==> src/hdl/vpr_pkg.sv <==
// ----------------------------------------------------------------------------
// vpr_pkg: shared definitions for the video packet receiver
// Defaults, result codes, handshake structs between the parser and the
// frame buffer, and the CCITT CRC byte update.
// ----------------------------------------------------------------------------
package vpr_pkg;

    // default geometry
    localparam int LINE_PIXELS_DEF = 80;
    localparam int FRAME_LINES_DEF = 60;
    // header length is fixed by the packet format
    localparam int HEADER_BYTES    = 4;

    // pixel and line indexes never exceed 255 in the supported geometry range
    localparam int IDX_W = 8;

    localparam logic [15:0] CRC_POLY = 16'h1021;

    // result codes
    localparam logic [2:0] EV_NONE    = 3'd0;
    localparam logic [2:0] EV_DISCARD = 3'd1;
    localparam logic [2:0] EV_LINE    = 3'd2;
    localparam logic [2:0] EV_FRAME   = 3'd3;
    localparam logic [2:0] EV_CRC     = 3'd4;
    localparam logic [2:0] EV_BADHDR  = 3'd5;

    // one word into the line staging buffer
    typedef struct packed {
        logic             we;
        logic [IDX_W-1:0] px;
        logic [15:0]      data;
    } t_stage_wr;

    // staged line is good: copy it to the frame store
    typedef struct packed {
        logic             valid;
        logic [IDX_W-1:0] line;
    } t_commit;

    // frame store read request, issued when an item moves to the result stage
    typedef struct packed {
        logic        en;
        logic        fetch;
        logic [12:0] addr;
    } t_rd_req;

    // status fields of one result item
    typedef struct packed {
        logic [2:0]  ev;
        logic [5:0]  lines;
        logic [15:0] disc;
    } t_fsm_res;

    // CCITT CRC, MSB first, one byte
    function automatic logic [15:0] crc_byte(input logic [15:0] crc, input logic [7:0] b);
        logic [15:0] x;
        x = crc ^ {b, 8'h00};
        for (int i = 0; i < 8; i++) begin
            x = x[15] ? ({x[14:0], 1'b0} ^ CRC_POLY) : {x[14:0], 1'b0};
        end
        return x;
    endfunction

endpackage

==> src/hdl/vpr_packet_fsm.sv <==
// ----------------------------------------------------------------------------
// vpr_packet_fsm: link byte parser
// Hunts for sync, skips discard packets, checks headers and CRC, stages
// pixel words and requests a line commit on a good packet.
// ----------------------------------------------------------------------------
module vpr_packet_fsm #(
    parameter int LINE_PIXELS = 80,
    parameter int FRAME_LINES = 60
) (
    input  logic                i_clk,
    input  logic                i_rst_n,
    input  logic                i_step,
    input  logic [7:0]          i_byte,
    output vpr_pkg::t_fsm_res   o_res,
    output vpr_pkg::t_stage_wr  o_stage_wr,
    output vpr_pkg::t_commit    o_commit
);
    import vpr_pkg::*;

    localparam int PKT_BYTES = HEADER_BYTES + 2 * LINE_PIXELS;
    localparam int PBW       = $clog2(PKT_BYTES);
    localparam int LW        = $clog2(FRAME_LINES);

    localparam logic [2:0] PH_HUNT1 = 3'd0;
    localparam logic [2:0] PH_HUNT2 = 3'd1;
    localparam logic [2:0] PH_SKIP  = 3'd2;
    localparam logic [2:0] PH_HDR   = 3'd3;
    localparam logic [2:0] PH_LINE  = 3'd4;

    localparam logic [1:0] KIND_NONE    = 2'd0;
    localparam logic [1:0] KIND_VIDEO   = 2'd1;
    localparam logic [1:0] KIND_DISCARD = 2'd2;
    localparam logic [1:0] KIND_BAD     = 2'd3;

    logic [2:0]     r_phase, n_phase;
    logic [PBW-1:0] r_pos,   n_pos;
    logic [15:0]    r_crc,   n_crc;
    logic [15:0]    r_rcv,   n_rcv;
    logic [1:0]     r_kind,  n_kind;
    logic [LW-1:0]  r_line,  n_line;
    logic [15:0]    r_disc,  n_disc;
    logic [7:0]     r_hi,    n_hi;

    logic [PBW:0]   pos_inc;
    logic [PBW-1:0] off;
    logic [LW:0]    line_inc;
    logic [7:0]     eff;
    logic [15:0]    crc_out;
    logic [2:0]     ev;
    logic [8:0]     lines9;

    // next state for one link byte
    always_comb begin
        n_phase    = r_phase;
        n_pos      = r_pos;
        n_crc      = r_crc;
        n_rcv      = r_rcv;
        n_kind     = r_kind;
        n_line     = r_line;
        n_disc     = r_disc;
        n_hi       = r_hi;
        ev         = EV_NONE;
        o_stage_wr = '0;
        o_commit   = '0;
        pos_inc    = {1'b0, r_pos} + 1'b1;
        off        = r_pos - PBW'(HEADER_BYTES);
        line_inc   = {1'b0, r_line} + 1'b1;
        eff        = i_byte;
        crc_out    = '0;

        if (i_step) begin
            case (r_phase)
                PH_HUNT2: begin
                    if (i_byte[7:4] == 4'hF) begin
                        n_phase = PH_SKIP;
                        n_pos   = PBW'(2);
                    end else begin
                        n_phase = PH_HUNT1;
                    end
                end
                PH_SKIP: begin
                    n_pos = pos_inc[PBW-1:0];
                    if (pos_inc >= (PBW+1)'(PKT_BYTES)) begin
                        n_pos   = '0;
                        n_disc  = r_disc + 16'd1;
                        n_line  = '0;
                        n_phase = PH_HDR;
                        ev      = EV_DISCARD;
                    end
                end
                PH_HDR, PH_LINE: begin
                    // header classification
                    if (r_pos == '0) begin
                        if (r_phase == PH_LINE)         n_kind = KIND_VIDEO;
                        else if (i_byte[3:0] == 4'h0)   n_kind = KIND_VIDEO;
                        else if (i_byte[3:0] == 4'hF)   n_kind = KIND_DISCARD;
                        else                            n_kind = KIND_BAD;
                    end else if (r_pos == PBW'(1) && r_phase == PH_HDR) begin
                        if (r_kind == KIND_VIDEO && i_byte != 8'(r_line))
                            n_kind = KIND_BAD;
                        else if (r_kind == KIND_DISCARD && i_byte[7:4] != 4'hF)
                            n_kind = KIND_BAD;
                    end

                    // ID and CRC bytes count as zero in the CRC
                    if (r_pos == '0 || r_pos == PBW'(2) || r_pos == PBW'(3))
                        eff = 8'h00;
                    if (r_pos == PBW'(2)) n_rcv = {i_byte, 8'h00};
                    if (r_pos == PBW'(3)) n_rcv = {r_rcv[15:8], i_byte};
                    crc_out = crc_byte((r_pos == '0) ? 16'h0000 : r_crc, eff);

                    // payload: high byte held, word written on the low byte
                    if (r_pos >= PBW'(HEADER_BYTES)) begin
                        if (!off[0]) begin
                            n_hi = i_byte;
                        end else begin
                            o_stage_wr.we   = 1'b1;
                            o_stage_wr.px   = IDX_W'(off >> 1);
                            o_stage_wr.data = {r_hi, i_byte};
                        end
                    end

                    if (pos_inc < (PBW+1)'(PKT_BYTES)) begin
                        n_pos = pos_inc[PBW-1:0];
                        n_crc = crc_out;
                    end else begin
                        // end of packet
                        n_pos = '0;
                        n_crc = '0;
                        if (n_kind == KIND_DISCARD) begin
                            n_disc = r_disc + 16'd1;
                            ev     = EV_DISCARD;
                        end else if (n_kind == KIND_BAD) begin
                            n_phase = PH_HUNT1;
                            ev      = EV_BADHDR;
                        end else if (crc_out != n_rcv) begin
                            n_phase = PH_HUNT1;
                            ev      = EV_CRC;
                        end else begin
                            o_commit.valid = 1'b1;
                            o_commit.line  = IDX_W'(r_line);
                            if (line_inc >= (LW+1)'(FRAME_LINES)) begin
                                n_line  = '0;
                                n_phase = PH_HDR;
                                ev      = EV_FRAME;
                            end else begin
                                n_line  = line_inc[LW-1:0];
                                n_phase = PH_LINE;
                                ev      = EV_LINE;
                            end
                        end
                    end
                end
                default: begin
                    n_pos   = '0;
                    n_phase = (i_byte[3:0] == 4'hF) ? PH_HUNT2 : PH_HUNT1;
                end
            endcase
        end

        lines9      = (ev == EV_FRAME) ? 9'(FRAME_LINES) : 9'(n_line);
        o_res.ev    = ev;
        o_res.lines = lines9[5:0];
        o_res.disc  = n_disc;
    end

    // state registers
    always_ff @(posedge i_clk) begin
        if (!i_rst_n) begin
            r_phase <= PH_HUNT1;
            r_pos   <= '0;
            r_crc   <= '0;
            r_rcv   <= '0;
            r_kind  <= KIND_NONE;
            r_line  <= '0;
            r_disc  <= '0;
        end else begin
            r_phase <= n_phase;
            r_pos   <= n_pos;
            r_crc   <= n_crc;
            r_rcv   <= n_rcv;
            r_kind  <= n_kind;
            r_line  <= n_line;
            r_disc  <= n_disc;
        end
    end

    // held high byte of a pixel
    always_ff @(posedge i_clk) begin
        r_hi <= n_hi;
    end

`ifndef ASSERT_OFF
    // a discard result always bumps the counter by one
    a_disc_count: assert property (@(posedge i_clk) disable iff (!i_rst_n)
        (i_step && o_res.ev == EV_DISCARD) |=> (r_disc == $past(r_disc) + 16'd1))
        else $error("discard counter not advanced");
`endif

endmodule

==> config.mk <==
export PLATFORM = sky130hd
export DESIGN_NAME = vpr_packet_fsm
export DESIGN_NICKNAME = d
export VERILOG_FILES = /design/src/hdl/vpr_pkg.sv /design/src/hdl/vpr_packet_fsm.sv
export SDC_FILE = /design/constraint.sdc
export NUM_CORES = 1
export LEC_CHECK = 0
export BUFFER_PORTS_ARGS = -buffer_cell sky130_fd_sc_hd__buf_2
export CORE_MARGIN = 3
export CORE_UTILIZATION = 59
export CTS_CLUSTER_DIAMETER = 40
export DETAILED_ROUTE_END_ITERATION = 10
export PLACE_DENSITY = 0.93
export SETUP_SLACK_MARGIN = 0.15
export SLEW_MARGIN = 20
export SYNTH_ARGS = -nofsm -noshare
export SYNTH_HDL_FRONTEND = slang
export SYNTH_SLANG_ARGS = --single-unit
==> constraint.sdc <==
create_clock -name i_clk -period 4.15 [get_ports i_clk]
set_clock_uncertainty 0.05 [all_clocks]
set_input_delay 0.2075 -clock i_clk [delete_from_list [all_inputs] [get_ports i_clk]]
set_output_delay 0.2075 -clock i_clk [all_outputs]
set_load 0.02 [all_outputs]
# Word level (Yosys, flattened, before mapping)
# Index checks and enable logic that the tools add are counted.
# Widths: inputs -> output; s select.
# classes
n_mux	71
magnitude_cmp	4
reduce_logical	12
add_sub_neg	4
n_eq_ne	21
bitwise	10
# ops
operator	n
$mux 16	10
$mux 13	8
$mux 25	4
$mux 9	6
$mux 6	8
$mux 8	6
$mux 3	11
$pmux 16 s2	1
$not 3->3	8
$pmux 8 s3	1
$mux 2	9
$add 16x1->16 const B	1
$eq 8x2->1 const B	2
$ne 16x16->1	1
$xor 16x16->16	1
$pmux 6 s2	1
$add 8x1->9 const B	1
$eq 3x2->1 const B	3
$ge 9x8->1 const B	1
$lt 9x8->1 const B	1
$pmux 3 s3	1
$eq 4x4->1 const B	2
$eq 8x1->1 const B	1
$ge 8x3->1 const B	1
20 further kinds	33
# word_totals
ff_bits	75

# Depth between registers and ports, before layout
# Gate-level depths: netlist of the first run.
# depth
depth_word	32
ltp_mapped	15
depth_no_buf	12

# Worst setup path after synthesis of the first run
# OpenSTA, ideal clock, no wires.
# synth_path
kind	register to output
from	register r_pos[0]
to	output port o_res[24] (netlist name)
setup_slack_ps	508
path_stages_with_launch	14
t_required_ps	3893
t_arrival_ps	3385
cell_sequence	dfxtp_1 -> inv_1 -> ha_1 -> o21a_1 -> buf_2 -> a211o_1 -> and2_1 -> or3_1 -> and3b_1 -> o2111ai_1 -> nor3_2 -> and2b_2 -> nand2b_1 -> a211oi_1
# synth_lines
element	line_no	text
start, declared	vpr_packet_fsm.sv:36	logic [PBW-1:0] r_pos, n_pos;
start signal, assigned	vpr_packet_fsm.sv:179	r_pos <= n_pos;
end, declared	vpr_packet_fsm.sv:14	output vpr_pkg::t_fsm_res o_res,

==> impl_metrics.yaml, run 1 <==
run_status:
  status: "complete, no violations"
power_and_ir_drop:
  power_density_nw_per_um2: 267
  power.switching_uw: 493
  p_sw_share_pct: 29.5
  finalPower_uw: 1670
  p_clk_share_pct: 34.1
  pwr-share-comb_pct: 21.3
  p_leak_uw: 0.00269
  power_frac_seq_pct: 44.6
  p_int_uw: 1180
  ir_drop_mv: 0.133
floorplanning:
  chipWidth_um: 102
  io-pin-count: 70
  start_util_pct: 61.6
  die_height_um: 102
  rows: 34
  core_um2: 8890
  dieArea_um2: 10500
synth:
  ys_types: 85
  synth_edf_count: 8
  synth_seq_cells: 75
  yosys.area.top_type_share_pct: 24.5
  ys_seq_area_share_pct: 28.9
  ys.warnings.count: 0
  post-synth-top-area-cell: "dfxtp_1"
  synthTopCellsByArea: "dfxtp_1, xnor2_1, a21oi_1"
  synth_area_per_cell_um2: 7.98
  synth_ff_type: "dfxtp_1"
  synthCells: 687
  synth_area_um2: 5480
  ys_async_sr_fraction_pct: 0
timing:
  slew_headroom_pct: 41.8
  fmax_mhz: 256
  fin_hold_ws_ns: 0.150
  period_share_pct: 94.1
  worst_pin_slew_ns: 0.870
  finalSetupViolCount: 0
  hold_viol: 0
  fin_setup_tns_ns: 0
  final_max_slew_viol_count: 0
  rsz0062_at_grt: "yes"
  min_period_ns: 3.91
placement:
  placed_cell_area_um2: 5870
  io_buffers: 66
  routabilityCongestion: 0.971
  dp_hpwl_mm: 11.6
routing:
  antenna_left: 0
  via_per_inst: 6.41
  drc_errors: 0
  vias: 5477
  drtPass1Iterations: 5
  drt_first_iter_violations: 433
  wl_per_cell_um: 19.1
  totalWireLength_mm: 16.3
clock_network:
  cts_tree: "done"
  ctsHtreeMaxLevel: 3
  clock_path_buffers: 2
  cts_root_buffer: "clkbuf_8"
  clkLatencyLatePin_ns: 0.35
  cts_buffers: 9
  cts.reportedPaths.clkPinSlew_ns: 0.08
  cts_sinks: 75
  cts_hold_buf: 0
setup_path:
  worst-path-buf-inv: 3
  rrSetupSlack_ns: 0.67
  endpoint_kind: "output port"
  path_delay_family: "simple AND/OR/NAND/NOR gates"
  slowest_delay_ns: 0.39
  crit_path_top_delay_cell: "dfxtp_4"
  critical_path.cell_chain: "inv_2 -> ha_4 -> o21a_4 -> a211o_1 -> and2_2 -> or3_4 -> and3b_1 -> o2111ai_2 -> nor3_2 -> buf_4 -> and2b_2 -> nand2b_1 -> a211oi_2 -> buf_4"
  cp_max_fo: 9
  critical_path_class: "flop to output port"
  cp_data_arrival_time_ns: 3.65
  cp-start-kind: "flop"
  crit_required_ns: 3.89
  crit_path_frequent_cell: "buf_4"
hold_path:
  hold_path.class: "input port to flop"
grt:
  grt_util_all_layers_pct: 31.2
  grt_first_pass_wirelength_mm: 25.8
  antenna_found_initial: 0
  grt_overflow_total: 0
  grt_pass1_vias: 5254
  grt_max_degree: 44
final_layout:
  drive_above_1_share_pct: 21.7
  final_area_um2: 6260
  area_delta_synth_final_pct: 14.2
  final_nets: 763
  diodes: 0
  final_cell_mix: "buf_2, dfxtp_1, nand2_1, nor2_1, a21oi_1"
flow_run:
  drv_cap: 0
## synthesized netlist by cell type, drive strengths merged (4+ instances only)
| cell type | number |
|---|---|
| nor2b | 7 |
| a22o | 7 |
| nor3 | 11 |
| dfxtp | 67 |
| a31oi | 5 |
| or3 | 5 |
| a21o | 11 |
| and3 | 26 |
| clkbuf | 34 |
| nor4 | 4 |
| inv | 18 |
| nand4 | 5 |
| o21ai | 27 |
| mux2i | 8 |
| nand3 | 22 |
| and2 | 37 |
| xor2 | 19 |
| nand2b | 10 |
| nor2 | 62 |
| ha | 10 |
| o41ai | 4 |
| xnor2 | 35 |
| a21oi | 51 |
| a32oi | 5 |
| nand3b | 11 |
| a22oi | 21 |
| buf | 19 |
| edfxtp | 8 |
| o211ai | 4 |
| a211oi | 5 |
| o22ai | 6 |
| nand2 | 62 |
## state kept, by name (all words and copies together) (netlist names)
signal	flops
r_rcv	16
r_hi	8
r_pos	8
r_crc	16
r_kind	2
r_line	6
r_disc	16
r_phase	3
## power by group through the flow
stage	Clock (uW)	Sequential [uW]	Combinational [uW]
finish	570	746	357
global route	609	746	380
CTS	576	745	322
detailed placement	0	762	310
global placement	0	761	306
floorplan	0	758	239
## repair_timing
| item | in CTS | in global routing |
|---|---|---|
| endpoints found under the setup margin | 22 | 22 |
| setup buffers | 1 | 6 |
| pin swaps | 1 | 13 |
| gates resized for setup | 13 | 25 |
| cloned | 0 | 1 |
## layout make-up
cell class / instances / area (um^2)
Clock buffer: 16 / 201
Fill cell: 694 / 2630
Inverter: 19 / 71.3
Multi-Input combinational cell: 542 / 3700
Sequential cell: 75 / 1590
Tap cell: 108 / 135
Timing Repair Buffer: 95 / 566
## metrics by stage
step           worst slack [ns]  util [%]  cells
2_1_floorplan             0.508         -    689
3_3_place_gp              0.355      66.0    831
3_5_place_dp              0.224      66.0    831
4_1_cts                   0.154      68.9    848
5_1_grt                  0.0890      70.4    855
6_report                  0.244      70.4    855
## layer usage
| layer | GRT usage [%] | wire length (um) |
|---|---|---|
| met3 | 5.26 | 1600 |
| met1 | 39.1 | 6570 |
| met5 | 0 | 0 |
| met4 | 13.2 | 402 |
| met2 | 53.0 | 7720 |
## cells by family (layout without fill, tap and decap cells)
family / Yosys count / in the layout / share of synthesized area [%]
other: 1 / 3 / 0.0684
AND/OR/NAND/NOR: 282 / 282 / 28.3
flip-flops: 75 / 75 / 28.9
XOR/XNOR: 55 / 55 / 9.93
buffers and inverters: 72 / 130 / 5.78
adder cells (fa/ha/maj): 11 / 11 / 2.47
AO/OA/AOI/OAI: 181 / 181 / 22.8
multiplexers: 10 / 10 / 1.87
## worst paths after layout
path / from / end / depth (start not counted)
worst min register to register: r_crc[2] / r_crc[2] / 2
worst max-delay path: r_pos[0] / o_res[24] / 14
worst max register to register: r_pos[1] / r_pos[6] / 10
worst min-delay path: i_byte[7] / r_hi[7] / 1
No activity file was read; power rests on OpenSTA's default activity.
==> run 2, diff against run 1 <==
--- a/config.mk
+++ b/config.mk
@@ -7,10 +7,10 @@
 export LEC_CHECK = 0
 export BUFFER_PORTS_ARGS = -buffer_cell sky130_fd_sc_hd__buf_2
 export CORE_MARGIN = 3
-export CORE_UTILIZATION = 59
+export CORE_UTILIZATION = 53
 export CTS_CLUSTER_DIAMETER = 40
 export DETAILED_ROUTE_END_ITERATION = 10
-export PLACE_DENSITY = 0.93
+export PLACE_DENSITY = 0.89
 export SETUP_SLACK_MARGIN = 0.15
 export SLEW_MARGIN = 20
 export SYNTH_ARGS = -nofsm -noshare
==> constraint.sdc (replaced) <==
create_clock -name i_clk -period 3.45 [get_ports i_clk]
set_clock_uncertainty 0.05 [all_clocks]
set_input_delay 0.1725 -clock i_clk [delete_from_list [all_inputs] [get_ports i_clk]]
set_output_delay 0.1725 -clock i_clk [all_outputs]
set_load 0.02 [all_outputs]
==> run 2 against run 1 <==
Effect of this change:
- largest cell class unchanged
- combinational power grew 55%
- critical endpoint is now o_res[18]
- hold slack worse by 0.021 ns
- via count up 8.7%
- first-iteration DRC count up 39%
- the run now ends with setup timing left
- sequential share of layout area shrank 3.9 points
- clock power increased by 22%
- critical path type unchanged
- global-route usage increased by 0.36 points
- flip-flop and latch count stayed put
==> impl_metrics.yaml, run 2 (same netlist as run 1, synthesis figures left out) <==
grt:
  grt_util_all_layers_pct: 31.6
  grt_use_met2_pct: 52.4
  grt_overflow_total: 0
  grt_max_degree: 44
  grt_busiest_layer: "met2"
  grt_first_pass_wirelength_mm: 28.8
  grt_pass1_vias: 5640
  grtUsageMet1_pct: 38.0
  met3_usage_pct: 7.08
  antenna_found_initial: 0
run_status:
  status: "complete, but fails checks"
  violations: "setup timing"
clock_network:
  cts_sinks: 75
  clock_path_buffers: 2
  cts_buffers: 9
  ctsHtreeMaxLevel: 3
  cts_hold_buf: 0
  clkLatencyLatePin_ns: 0.38
  cts_root_buffer: "clkbuf_8"
  cts.reportedPaths.clkPinSlew_ns: 0.08
  cts_tree: "done"
setup_path:
  crit_required_ns: 3.23
  slowest_delay_ns: 0.57
  worst-path-buf-inv: 2
  cp_max_fo: 7
  cp_data_arrival_time_ns: 3.63
  cp-start-kind: "flop"
  critical_path.cell_chain: "or4_4 -> bufbuf_16 -> o2bb2ai_1 -> a32oi_1 -> a21oi_1 -> a2bb2o_1 -> o2111ai_2 -> nor3_4 -> and4b_2 -> o21ai_4 -> a21bo_1 -> buf_6"
  critical_path_class: "flop to output port"
  path_delay_family: "compound AO/OA/AOI/OAI gates"
  endpoint_kind: "output port"
  rrSetupSlack_ns: 0.16
  crit_path_top_delay_cell: "or4_4"
timing:
  finalSetupViolCount: 24
  hold_viol: 0
  fmax_mhz: 260
  rsz0062_at_grt: "yes"
  fin_setup_tns_ns: -5.86
  worst_pin_slew_ns: 0.674
  fin_hold_ws_ns: 0.129
  setup_slack_ns: -0.402
  period_share_pct: 112
  min_period_ns: 3.85
  slew_headroom_pct: 54.9
  final_max_slew_viol_count: 0
floorplanning:
  io-pin-count: 70
  rows: 36
  chipWidth_um: 108
  dieArea_um2: 11600
  die_height_um: 108
  core_um2: 9910
  start_util_pct: 55.3
routing:
  drt_first_iter_violations: 604
  vias: 5955
  via_per_inst: 6.37
  drtPass1Iterations: 6
  totalWireLength_mm: 19.4
  antenna_left: 0
  wl_per_cell_um: 20.7
  drc_errors: 0
final_layout:
  fillers: 670
  final_common_cell: "buf_4"
  diodes: 0
  drive_above_1_share_pct: 35.0
  final_area_um2: 7400
  ff_latch_area_um2: 1590
  area_delta_synth_final_pct: 35.1
  utilization_pct: 74.7
  multiInputGateArea_um2: 4170
  final_cell_mix: "buf_4, dfxtp_1, nand2_1"
  final_nets: 818
  reg.largest.list: "r_crc (16), r_disc (16), r_rcv (16)"
placement:
  io_buffers: 66
  dp_hpwl_mm: 12.1
  placed_cell_area_um2: 6170
  routabilityCongestion: 0.925
power_and_ir_drop:
  power_density_nw_per_um2: 290
  p_leak_uw: 0.00311
  ir_drop_mv: 0.278
hold_path:
  hold_path.class: "input port to flop"
flow_run:
  drv_cap: 0
[run 2: cell types whose count changed in the layout (fill, tap and decap cells not counted), sizes merged]
cell / change
buf: +54
clkbuf: -4
clkinv: +1
bufbuf: +1
inv: +1
clkinvlp: +2
[run 2: repair_timing]
item	4_1_cts	5_1_grt
setup buffers	15	16
resized for setup	120	59
endpoints found under the setup margin	37	51
gates cloned	3	1
pin swaps	33	24
[run 2: final cells by class]
class,instances,area share [%]
clock buffers,12,2.25
repair buffers,150,16.2
well taps,133,2.25
clock inverters,4,0.406
flip-flops and latches,75,21.5
multi-input cells,542,56.4
inverters,19,1.01
[run 2: power by group]
part | switching [uW] | leakage, uW | internal [uW]
registers | 11.5 | 0.000615 | 886
logic | 316 | 0.00240 | 235
clock network | 366 | 0.0000985 | 329
[run 2: worst register-to-register path: stages (launching register included)]
cell	delay [ns]
dfxtp_1	0.32
or4_4	0.57
bufbuf_16	0.30
o2bb2ai_1	0.29
a32oi_1	0.22
a21oi_1	0.20
a2bb2o_1	0.18
o2111ai_2	0.14
nor3_4	0.22
and4b_2	0.36
buf_4	0.17
nor2b_1	0.13
o21a_1	0.11
[run 2: metal layers]
layer / wire length, um / part of all wire, %
met1: 7470 / 39
met2: 9330 / 48
met3: 1790 / 9.3
met4: 786 / 4.1
met5: 0 / 0
[run 2: path summary, 6_finish.rpt]
| path | from | endpoint | depth (start not counted) |
|---|---|---|---|
| max | r_pos[7] | o_res[18] | 12 |
| min | i_byte[7] | r_hi[7] | 1 |
| max reg2reg | r_pos[7] | r_line[4] | 12 |
| min reg2reg | r_crc[2] | r_crc[2] | 2 |
[run 2: metrics by stage]
stage / power [uW] / setup slack, ns / std cells
after detailed placement: 1340 / -0.0895 / 884
after CTS: 2080 / -0.292 / 918
after global placement: 1330 / -0.0358 / 884
final: 2140 / -0.402 / 935
after floorplan: 1210 / 0.164 / 689
after global routing: 2210 / -0.454 / 935
